## config.mk

```make
export PLATFORM = sky130hd
export DESIGN_NAME = preemptive_priority_ready_queue_core
export DESIGN_NICKNAME = d
export VERILOG_FILES = /design/src/rtl/core/ppq_pkg.sv /design/src/rtl/core/ppq_ctrl.sv /design/src/rtl/core/ppq_datapath.sv /design/src/rtl/core/preemptive_priority_ready_queue_core.sv
export SDC_FILE = /design/constraint.sdc
export NUM_CORES = 1
export LEC_CHECK = 0
export BUFFER_PORTS_ARGS = -buffer_cell sky130_fd_sc_hd__buf_4
export CAP_MARGIN = 10
export CORE_MARGIN = 2
export CORE_UTILIZATION = 40
export CTS_BUF_LIST = sky130_fd_sc_hd__clkbuf_4 sky130_fd_sc_hd__clkbuf_8
export DETAILED_ROUTE_END_ITERATION = 12
export PLACE_DENSITY = 0.61
export SLEW_MARGIN = 20
export SYNTH_ARGS = -nofsm -noshare
export SYNTH_HDL_FRONTEND = slang
export SYNTH_SLANG_ARGS = --single-unit
```

## constraint.sdc

```tcl
create_clock -name clk -period 5.78 [get_ports clk]
set_input_delay 0 -clock clk [delete_from_list [all_inputs] [get_ports clk]]
set_output_delay 0 -clock clk [all_outputs]
set_load 0.01 [all_outputs]
```

## src/rtl/core/ppq_pkg.sv

```systemverilog
// ----------------------------------------------------------------------------
// ppq_pkg
// Shared constants, types and helpers of the preemptive priority ready queue.
// ----------------------------------------------------------------------------
`timescale 1ns / 1ps

package ppq_pkg;

    // Sizing
    localparam int READY_DEPTH = 32;
    localparam int PROC_IDS    = 64;
    localparam int PRIO_BITS   = 8;

    // Fixed field widths of the stream payload
    localparam int ID_W      = 6;
    localparam int PRIO_IN_W = 8;
    localparam int COUNT_W   = 6;
    localparam int IN_DATA_W  = 32;
    localparam int OUT_DATA_W = 16;

    // Derived widths
    localparam int PRIO_W  = (PRIO_BITS < PRIO_IN_W) ? PRIO_BITS : PRIO_IN_W;
    localparam int IDX_W   = (READY_DEPTH > 1) ? $clog2(READY_DEPTH) : 1;
    localparam int FILL_W  = $clog2(READY_DEPTH + 1);
    localparam int SLOT_W  = (PROC_IDS > 1) ? $clog2(PROC_IDS) : 1;
    localparam int TOTAL_W = $clog2(PROC_IDS + 1);

    typedef enum logic [1:0] {
        OP_NEW   = 2'd0,
        OP_READY = 2'd1,
        OP_TERM  = 2'd2,
        OP_POP   = 2'd3
    } op_t;

    // Controller to datapath
    typedef struct packed {
        logic accept;
        logic term_step;
        logic pop_step;
    } dp_cmd_t;

    // Datapath to controller
    typedef struct packed {
        op_t  in_op;
        logic fill_zero;
        logic scan_end;
    } dp_status_t;

    // Map a process id onto its slot in the known-process map (id modulo PROC_IDS)
    function automatic logic [SLOT_W-1:0] map_slot(input logic [ID_W-1:0] id);
        logic [SLOT_W-1:0] slot;
        slot = '0;
        for (int k = 0; k < (1 << ID_W); k++)
        begin
            if (id == ID_W'(k))
            begin
                slot = SLOT_W'(k % PROC_IDS);
            end
        end
        return slot;
    endfunction

endpackage

```

## src/rtl/core/ppq_ctrl.sv

```systemverilog
// ----------------------------------------------------------------------------
// ppq_ctrl
// Sequencer of the ready queue: accepts requests, steps the scans of
// terminate and pop, and owns the result handshake.
// ----------------------------------------------------------------------------
`timescale 1ns / 1ps

module ppq_ctrl (
    input  logic                clk,
    input  logic                rst_n,
    input  logic                s_tvalid,
    output logic                s_tready,
    output logic                m_tvalid,
    input  logic                m_tready,
    input  ppq_pkg::dp_status_t status,
    output ppq_pkg::dp_cmd_t    cmd
);

    typedef enum logic [2:0] {
        ST_IDLE = 3'b001,
        ST_TERM = 3'b010,
        ST_POP  = 3'b100
    } state_t;

    state_t state_reg;
    state_t state_next;
    logic   m_tvalid_reg;
    logic   m_tvalid_next;
    logic   accept;

    // Take a request only when the result slot is free or drains this cycle
    assign s_tready = (state_reg == ST_IDLE) && (!m_tvalid_reg || m_tready);
    assign accept   = s_tvalid && s_tready;
    assign m_tvalid = m_tvalid_reg;

    always_comb
    begin
        cmd.accept    = accept;
        cmd.term_step = (state_reg == ST_TERM);
        cmd.pop_step  = (state_reg == ST_POP);
    end

    always_comb
    begin
        state_next    = state_reg;
        m_tvalid_next = m_tvalid_reg && !m_tready;
        unique case (state_reg)
            ST_IDLE:
            begin
                if (accept)
                begin
                    unique case (status.in_op)
                        ppq_pkg::OP_TERM:
                        begin
                            state_next = ST_TERM;
                        end
                        ppq_pkg::OP_POP:
                        begin
                            if (status.fill_zero)
                            begin
                                m_tvalid_next = 1'b1;
                            end
                            else
                            begin
                                state_next = ST_POP;
                            end
                        end
                        default:
                        begin
                            m_tvalid_next = 1'b1;
                        end
                    endcase
                end
            end
            ST_TERM, ST_POP:
            begin
                if (status.scan_end)
                begin
                    state_next    = ST_IDLE;
                    m_tvalid_next = 1'b1;
                end
            end
            default:
            begin
                state_next = ST_IDLE;
            end
        endcase
    end

    always_ff @(posedge clk or negedge rst_n)
    begin
        if (!rst_n)
        begin
            state_reg    <= ST_IDLE;
            m_tvalid_reg <= 1'b0;
        end
        else
        begin
            state_reg    <= state_next;
            m_tvalid_reg <= m_tvalid_next;
        end
    end

endmodule

```

## src/rtl/core/ppq_datapath.sv

```systemverilog
// ----------------------------------------------------------------------------
// ppq_datapath
// Ready table in arrival order, known-process map and counters, scan
// registers and the result register.
// ----------------------------------------------------------------------------
`timescale 1ns / 1ps

module ppq_datapath (
    input  logic                              clk,
    input  logic                              rst_n,
    input  ppq_pkg::dp_cmd_t                  cmd,
    input  logic [ppq_pkg::IN_DATA_W-1:0]     s_tdata,
    input  logic [1:0]                        s_tuser,
    output ppq_pkg::dp_status_t               status,
    output logic [ppq_pkg::OUT_DATA_W-1:0]    m_tdata
);

    localparam int DEPTH = ppq_pkg::READY_DEPTH;

    // Ready table
    logic [ppq_pkg::ID_W-1:0]     ids_reg   [DEPTH];
    logic [ppq_pkg::ID_W-1:0]     ids_next  [DEPTH];
    logic [ppq_pkg::PRIO_W-1:0]   prios_reg [DEPTH];
    logic [ppq_pkg::PRIO_W-1:0]   prios_next[DEPTH];
    logic [ppq_pkg::FILL_W-1:0]   fill_reg;
    logic [ppq_pkg::FILL_W-1:0]   fill_next;

    // Known processes
    logic [ppq_pkg::PROC_IDS-1:0] known_reg;
    logic [ppq_pkg::PROC_IDS-1:0] known_next;
    logic [ppq_pkg::TOTAL_W-1:0]  total_reg;
    logic [ppq_pkg::TOTAL_W-1:0]  total_next;

    // Scan state
    logic [ppq_pkg::ID_W-1:0]     id_reg;
    logic [ppq_pkg::ID_W-1:0]     id_next;
    logic [ppq_pkg::FILL_W-1:0]   idx_reg;
    logic [ppq_pkg::FILL_W-1:0]   idx_next;
    logic [ppq_pkg::IDX_W-1:0]    best_idx_reg;
    logic [ppq_pkg::IDX_W-1:0]    best_idx_next;
    logic [ppq_pkg::PRIO_W-1:0]   best_prio_reg;
    logic [ppq_pkg::PRIO_W-1:0]   best_prio_next;
    logic [ppq_pkg::ID_W-1:0]     best_id_reg;
    logic [ppq_pkg::ID_W-1:0]     best_id_next;

    // Result register
    logic                         preempt_reg;
    logic                         dv_reg;
    logic [ppq_pkg::ID_W-1:0]     did_reg;
    logic [ppq_pkg::COUNT_W-1:0]  count_reg;
    logic                         empty_reg;
    logic                         ovf_reg;

    // Request fields
    ppq_pkg::op_t                 in_op;
    logic [ppq_pkg::ID_W-1:0]     in_id;
    logic [ppq_pkg::PRIO_W-1:0]   in_prio;
    logic                         in_starts;
    logic                         in_run_v;
    logic [ppq_pkg::ID_W-1:0]     in_run_id;
    logic [ppq_pkg::PRIO_W-1:0]   in_run_prio;
    logic [ppq_pkg::SLOT_W-1:0]   in_slot;

    // Step controls
    logic                         scan_end;
    logic [ppq_pkg::ID_W-1:0]     rd_id;
    logic [ppq_pkg::PRIO_W-1:0]   rd_prio;
    logic                         do_insert;
    logic [ppq_pkg::ID_W-1:0]     ins_id;
    logic [ppq_pkg::PRIO_W-1:0]   ins_prio;
    logic                         do_remove;
    logic [ppq_pkg::IDX_W-1:0]    rm_pos;
    logic                         res_load;
    logic                         res_preempt;
    logic                         res_dv;
    logic [ppq_pkg::ID_W-1:0]     res_did;
    logic                         res_ovf;

    assign in_op       = ppq_pkg::op_t'(s_tuser);
    assign in_id       = s_tdata[5:0];
    assign in_prio     = s_tdata[6 +: ppq_pkg::PRIO_W];
    assign in_starts   = s_tdata[14];
    assign in_run_v    = s_tdata[15];
    assign in_run_id   = s_tdata[21:16];
    assign in_run_prio = s_tdata[22 +: ppq_pkg::PRIO_W];
    assign in_slot     = ppq_pkg::map_slot(in_id);

    assign scan_end = (idx_reg >= fill_reg);
    assign rd_id    = ids_reg[idx_reg[ppq_pkg::IDX_W-1:0]];
    assign rd_prio  = prios_reg[idx_reg[ppq_pkg::IDX_W-1:0]];

    always_comb
    begin
        status.in_op     = in_op;
        status.fill_zero = (fill_reg == '0);
        status.scan_end  = scan_end;
    end

    always_comb
    begin
        ids_next       = ids_reg;
        prios_next     = prios_reg;
        fill_next      = fill_reg;
        known_next     = known_reg;
        total_next     = total_reg;
        id_next        = id_reg;
        idx_next       = idx_reg;
        best_idx_next  = best_idx_reg;
        best_prio_next = best_prio_reg;
        best_id_next   = best_id_reg;
        do_insert      = 1'b0;
        ins_id         = in_id;
        ins_prio       = in_prio;
        do_remove      = 1'b0;
        rm_pos         = '0;
        res_load       = 1'b0;
        res_preempt    = 1'b0;
        res_dv         = 1'b0;
        res_did        = '0;
        res_ovf        = 1'b0;

        if (cmd.accept)
        begin
            id_next = in_id;
            unique case (in_op)
                ppq_pkg::OP_NEW:
                begin
                    if (!known_reg[in_slot])
                    begin
                        known_next[in_slot] = 1'b1;
                        total_next          = total_reg + ppq_pkg::TOTAL_W'(1);
                    end
                    do_insert = in_starts;
                    res_load  = 1'b1;
                end
                ppq_pkg::OP_READY:
                begin
                    // Preempt only a strictly lower running priority; queue the loser
                    if (in_run_v && (in_prio > in_run_prio))
                    begin
                        res_preempt = 1'b1;
                        res_dv      = 1'b1;
                        res_did     = in_id;
                        ins_id      = in_run_id;
                        ins_prio    = in_run_prio;
                    end
                    do_insert = 1'b1;
                    res_load  = 1'b1;
                end
                ppq_pkg::OP_TERM:
                begin
                    if (known_reg[in_slot])
                    begin
                        known_next[in_slot] = 1'b0;
                        total_next          = total_reg - ppq_pkg::TOTAL_W'(1);
                    end
                    idx_next = '0;
                end
                ppq_pkg::OP_POP:
                begin
                    if (fill_reg == '0)
                    begin
                        res_load = 1'b1;
                    end
                    else
                    begin
                        best_idx_next  = '0;
                        best_prio_next = prios_reg[0];
                        best_id_next   = ids_reg[0];
                        idx_next       = ppq_pkg::FILL_W'(1);
                    end
                end
                default:
                begin
                    res_load = 1'b0;
                end
            endcase
        end

        if (cmd.term_step)
        begin
            if (scan_end)
            begin
                res_load = 1'b1;
            end
            else if (rd_id == id_reg)
            begin
                // Hold the index: the next entry slides into this place
                do_remove = 1'b1;
                rm_pos    = idx_reg[ppq_pkg::IDX_W-1:0];
            end
            else
            begin
                idx_next = idx_reg + ppq_pkg::FILL_W'(1);
            end
        end

        if (cmd.pop_step)
        begin
            if (scan_end)
            begin
                res_dv    = 1'b1;
                res_did   = best_id_reg;
                do_remove = 1'b1;
                rm_pos    = best_idx_reg;
                res_load  = 1'b1;
            end
            else
            begin
                // Strictly greater keeps the oldest among equals
                if (rd_prio > best_prio_reg)
                begin
                    best_idx_next  = idx_reg[ppq_pkg::IDX_W-1:0];
                    best_prio_next = rd_prio;
                    best_id_next   = rd_id;
                end
                idx_next = idx_reg + ppq_pkg::FILL_W'(1);
            end
        end

        if (do_insert)
        begin
            if (fill_reg < ppq_pkg::FILL_W'(DEPTH))
            begin
                for (int j = 0; j < DEPTH; j++)
                begin
                    if (fill_reg == ppq_pkg::FILL_W'(j))
                    begin
                        ids_next[j]   = ins_id;
                        prios_next[j] = ins_prio;
                    end
                end
                fill_next = fill_reg + ppq_pkg::FILL_W'(1);
            end
            else
            begin
                res_ovf = 1'b1;
            end
        end

        if (do_remove)
        begin
            for (int j = 0; j < DEPTH - 1; j++)
            begin
                if (ppq_pkg::IDX_W'(j) >= rm_pos)
                begin
                    ids_next[j]   = ids_reg[j + 1];
                    prios_next[j] = prios_reg[j + 1];
                end
            end
            fill_next = fill_reg - ppq_pkg::FILL_W'(1);
        end
    end

    always_ff @(posedge clk or negedge rst_n)
    begin
        if (!rst_n)
        begin
            fill_reg  <= '0;
            known_reg <= '0;
            total_reg <= '0;
        end
        else
        begin
            fill_reg  <= fill_next;
            known_reg <= known_next;
            total_reg <= total_next;
        end
    end

    always_ff @(posedge clk)
    begin
        ids_reg       <= ids_next;
        prios_reg     <= prios_next;
        id_reg        <= id_next;
        idx_reg       <= idx_next;
        best_idx_reg  <= best_idx_next;
        best_prio_reg <= best_prio_next;
        best_id_reg   <= best_id_next;
        if (res_load)
        begin
            preempt_reg <= res_preempt;
            dv_reg      <= res_dv;
            did_reg     <= res_did;
            count_reg   <= ppq_pkg::COUNT_W'(fill_next);
            empty_reg   <= (total_next == '0);
            ovf_reg     <= res_ovf;
        end
    end

    assign m_tdata = {ovf_reg, empty_reg, count_reg, did_reg, dv_reg, preempt_reg};

endmodule

```

## src/rtl/core/preemptive_priority_ready_queue_core.sv

```systemverilog
// New, ready and pop on an empty table give their result in the cycle after the request
// is taken; pop and terminate give theirs once the scan of the N ready entries ends.
// Throughput: one request at a time; the ready-table scan, one entry a cycle, sets the
// pace of pop and terminate. A new request is taken while the previous result is being
// taken. Reset empties the table, clears the known-process map and drops any pending
// result.
// ----------------------------------------------------------------------------
// preemptive_priority_ready_queue_core
// Preemptive priority ready queue: stream requests in, one result per request out.
// ----------------------------------------------------------------------------
`timescale 1ns / 1ps

module preemptive_priority_ready_queue_core (
    input  logic                              clk,
    input  logic                              rst_n,
    input  logic                              s_tvalid,
    output logic                              s_tready,
    // proc_id[5:0], priority_req[13:6], starts_ready[14], running_valid[15],
    // running_id[21:16], running_priority[29:22], zero[31:30]
    input  logic [ppq_pkg::IN_DATA_W-1:0]     s_tdata,
    // operation[1:0]
    input  logic [1:0]                        s_tuser,
    output logic                              m_tvalid,
    input  logic                              m_tready,
    // preempt[0], dispatch_valid[1], dispatch_id[7:2], ready_count[13:8],
    // known_empty[14], overflow[15]
    output logic [ppq_pkg::OUT_DATA_W-1:0]    m_tdata
);

    ppq_pkg::dp_cmd_t    cmd;
    ppq_pkg::dp_status_t status;

    ppq_ctrl u_ctrl (
        .clk      (clk),
        .rst_n    (rst_n),
        .s_tvalid (s_tvalid),
        .s_tready (s_tready),
        .m_tvalid (m_tvalid),
        .m_tready (m_tready),
        .status   (status),
        .cmd      (cmd)
    );

    ppq_datapath u_datapath (
        .clk     (clk),
        .rst_n   (rst_n),
        .cmd     (cmd),
        .s_tdata (s_tdata),
        .s_tuser (s_tuser),
        .status  (status),
        .m_tdata (m_tdata)
    );

endmodule
```

==> results.md <==
- Status: completed
- Synth async-reset ratio: between 10% and 20%
- Number of enable flip-flop cells after synthesis: 36
- Total I/O pin count: between 50 and 60
- Arrival time of data at the critical path endpoint: 5580 ps
- Initial antenna violation count: 5
- Proportion of layout cells with a drive suffix above 1: roughly 17%
- Share of synthesized cell area in and, or, nand and nor gates: 13.8%
- Wire length of the first global-routing pass: around 140 mm
- Dominant synthesized flop cell: sky130_fd_sc_hd__dfxtp_1
- Worst Setup Start Kind: flop
- Setup-violating endpoint count in the final report: 0
- Share of synthesized cell area in full adder, half adder and majority cells: 1.25%
- Number of nets in the layout: between 3,000 and 4,000
- Pins over their slew limit: 0
- Maximum clock path buffer count: 3
- Ratio of routed vias to standard cells: 5.65
- Largest net degree at the start of global routing: 78
- Global route total overflow: 0
- Initial core utilization: 40.4%
- TritonCTS clock tree: built
- Hold slack final: 73.2 ps
- Final worst setup slack: 787 ps
- Worst setup slack after placement: approximately 990 ps
- DPL Wire Length: 60.8 mm
- IR Drop Worst-Case VDD: roughly 0.20 mV
- Number of nets in the synthesized netlist: 3,370
- GRT Total Usage: 23.2%
- Post-Synthesis Cells: 3,302
- Number of hold-slack violations in the final timing report: 0
- Number of buffers added on ports: 53
- Number of sinks handled by clock tree synthesis: 576
- Compound-gate portion of the synthesized area: 16.0%
- Worst setup path class: flop to flop
- CTS Root Buffer Type: sky130_fd_sc_hd__clkbuf_8
- Finished layout cell area: 0.0340 mm²
- Total standard cell area after synthesis: about 0.03 mm²
- Mux share of post-synthesis cell area: 22.8%
- Fmax: between 0.2 and 0.25 GHz
- RR Endpoint: u_datapath.prios_reg[203]
- Depth of the most critical reg-to-reg path: 10
- Vert. Die Dim: 278 µm
- Period Utilization, post-route: 86.4%
- Synthesis-to-layout area growth: 13.0%
- Summed negative setup slack over all endpoints: 0 ps
- Ys Warns: 0
- H-Tree Depth: 3
- Xor-xnor portion of the synthesized cell area: less than 1%
- CP max FO: 17
- Worst setup slack for register-to-register paths: around 790 ps
- First drt pass iteration count: 7
- Worst Max-Slew Pin Slew: 1130 ps
- Clock latency reported for the late side of the worst-skew pair: 730 ps
- Final clock skew: around 44 ps
- Leakage power total: 13.5 nW
- Die boundary width: roughly 280 µm
- Maxcap violations: 0
- Setup repair after global routing missed its margin: false
- Post-CTS setup buffer count: 0
- Number of CTS-inserted buffers: 96
- Routed Wire Length: 91.2 mm
- Global placer's final weighted congestion: 0.970
- Commonest non-fill, non-tap cell in the layout: sky130_fd_sc_hd__dfxtp_1
- Detailed router's first-iteration violation count: ~2,000
- Post-route minimum period: 4990 ps
- Worst slew margin relative to its limit: 23.2%
- Placed cell area: around 0.031 mm²
- Vias in the first global route: 23,600
- Main combinational cell family by area after synthesis: multiplexers
- Floorplan die area: 0.0773 mm²
- Yosys reg bits: 576
- Placeable core area: 0.0744 mm²
- Residual antenna-violating net count after detailed routing: 0
- Post-detailed-route DRC marker count: 0
- Total power density per cell area: 351 mW/mm²
- Reg-to-reg critical path startpoint: u_ctrl.state_reg[2]
- Sequential cell area fraction in the yosys report: 40.9%
- Count of distinct cell types in the synthesized netlist: 82
- Clock-pin slew on the worst setup and hold paths: 60 ps
- Kind of end point of the critical path: flop
- Row Count: 100
- Class of the most critical hold timing path: input port to asynchronous set/reset pin
- Vias post-DR: 24,600
- Required arrival time at the worst endpoint: 6360 ps
- Average wire per cell in the routed design: between 20 and 25 µm
- Synthesized area per cell: 9.10 µm²
- Top library cells by usage in the layout, fill and taps aside: 456 x sky130_fd_sc_hd__dfxtp_1, 391 x sky130_fd_sc_hd__nand2_1, 354 x sky130_fd_sc_hd__nor2_1
[synthesized netlist by cell type (6+ instances only)]
| cell type | n | area share (%) |
|---|---|---|
| sky130_fd_sc_hd__nor4_1 | 11 | 0.23 |
| sky130_fd_sc_hd__nand3_1 | 43 | 0.72 |
| sky130_fd_sc_hd__and3_1 | 15 | 0.31 |
| sky130_fd_sc_hd__mux2_2 | 102 | 3.8 |
| sky130_fd_sc_hd__mux2_1 | 200 | 7.5 |
| sky130_fd_sc_hd__clkbuf_1 | 197 | 2.5 |
| sky130_fd_sc_hd__a21oi_1 | 329 | 5.5 |
| sky130_fd_sc_hd__o31ai_1 | 21 | 0.52 |
| sky130_fd_sc_hd__o22ai_1 | 6 | 0.12 |
| sky130_fd_sc_hd__o211ai_1 | 15 | 0.37 |
| sky130_fd_sc_hd__nand4_1 | 9 | 0.19 |
| sky130_fd_sc_hd__ha_1 | 30 | 1.2 |
| sky130_fd_sc_hd__buf_6 | 6 | 0.22 |
| sky130_fd_sc_hd__a21o_1 | 22 | 0.55 |
| sky130_fd_sc_hd__nand2b_1 | 9 | 0.19 |
| sky130_fd_sc_hd__nand3b_1 | 6 | 0.15 |
| sky130_fd_sc_hd__a22oi_1 | 45 | 1.1 |
| sky130_fd_sc_hd__edfxtp_1 | 36 | 3.6 |
| sky130_fd_sc_hd__nand2_1 | 391 | 4.9 |
| sky130_fd_sc_hd__a22o_1 | 8 | 0.23 |
| sky130_fd_sc_hd__mux4_2 | 88 | 6.6 |
| sky130_fd_sc_hd__nor2b_1 | 10 | 0.21 |
| sky130_fd_sc_hd__a31oi_1 | 9 | 0.19 |
| sky130_fd_sc_hd__xnor2_1 | 13 | 0.38 |
| sky130_fd_sc_hd__buf_1 | 19 | 0.24 |
| sky130_fd_sc_hd__dfxtp_1 | 459 | 31 |
| sky130_fd_sc_hd__nor2_1 | 361 | 4.5 |
| sky130_fd_sc_hd__and2_1 | 15 | 0.31 |
| sky130_fd_sc_hd__o21ai_1 | 24 | 0.40 |
| sky130_fd_sc_hd__nor3_1 | 44 | 0.73 |
| sky130_fd_sc_hd__nor3b_1 | 12 | 0.30 |
| sky130_fd_sc_hd__inv_1 | 47 | 0.59 |
| sky130_fd_sc_hd__o21ai_0 | 323 | 5.4 |
| sky130_fd_sc_hd__mux2i_1 | 132 | 4.4 |
| sky130_fd_sc_hd__dfrtp_1 | 80 | 6.7 |
| sky130_fd_sc_hd__mux2_4 | 10 | 0.50 |
| sky130_fd_sc_hd__a211oi_1 | 16 | 0.40 |
| sky130_fd_sc_hd__buf_4 | 19 | 0.47 |
| sky130_fd_sc_hd__buf_2 | 38 | 0.63 |
[repair_timing]
item                                   CTS  global route
endpoints found under the hold margin  342             0
hold buffers                            45             0
gates resized for setup                  0             0
[kinds of logic (layout without fill, tap and decap cells)]
family / count (synthesis) / in the layout
other cells: 0 / 1
mux: 532 / 532
xor+xnor: 19 / 19
compound gates: 857 / 857
buf+inv: 326 / 406
flops: 576 / 576
simple gates: 962 / 962
fa+ha+maj: 30 / 30
[worst max-delay path by stage]
stage	start	to	slack, ps	depth (start not counted)
2_1_floorplan	u_datapath.idx_reg[1]	u_datapath.best_id_reg[4]	1490	18
3_3_place_gp	u_datapath.idx_reg[0]	u_datapath.ids_reg[81]	960	12
3_5_place_dp	u_datapath.idx_reg[0]	u_datapath.ids_reg[39]	990	11
4_1_cts	u_ctrl.state_reg[2]	u_datapath.prios_reg[235]	730	10
5_1_grt	u_ctrl.state_reg[2]	u_datapath.prios_reg[203]	510	10
6_report	u_ctrl.state_reg[2]	u_datapath.prios_reg[203]	790	10
[report_power, final]
group	internal, W	switching, W
Sequential	0.00447	0.000425
Combinational	0.00136	0.00173
Clock	0.00220	0.00174
[stage by stage]
| stage | power, W | util, % | std cells |
|---|---|---|---|
| 6_report | 0.0119 | 45.6 | 4352 |
| 3_5_place_dp | 0.00800 | 42.2 | 4130 |
| 5_1_grt | 0.0125 | 45.6 | 4352 |
| 4_1_cts | 0.0120 | 45.6 | 4351 |
| 2_1_floorplan | 0.00694 | - | 3302 |
| 3_3_place_gp | 0.00796 | 42.1 | 4129 |
[final cells by class]
type                    count  area [µm²]
multi-input cells        2400       16600
repair buffers            183        1540
clock inverters            14         138
fillers                  7101       40500
diodes                      1        2.50
inverters                  47         176
flip-flops and latches    576       12300
clock buffers             162        1970
well taps                 969        1210
[critical path, stage by stage, from the launching register on]
cell and delay (ps):
sky130_fd_sc_hd__dfrtp_1 420, sky130_fd_sc_hd__nor2_1 190, sky130_fd_sc_hd__nand4b_1 260, sky130_fd_sc_hd__nor2_1 650, sky130_fd_sc_hd__o211ai_1 260, sky130_fd_sc_hd__a211oi_4 240, sky130_fd_sc_hd__buf_4 470, sky130_fd_sc_hd__mux2i_4 590
sky130_fd_sc_hd__dlygate4sd3_1 1240, sky130_fd_sc_hd__o21ai_0 180, sky130_fd_sc_hd__mux2_1 310
[routing by layer]
metal	share of wire [%]	global-route usage (%)	wire length (µm)
met5	0	0	0
met4	3.4	8.58	3140
met3	5.6	3.83	5120
met2	47	38.4	43300
met1	43	30.6	39700
Power figures use the tool's default switching activity.
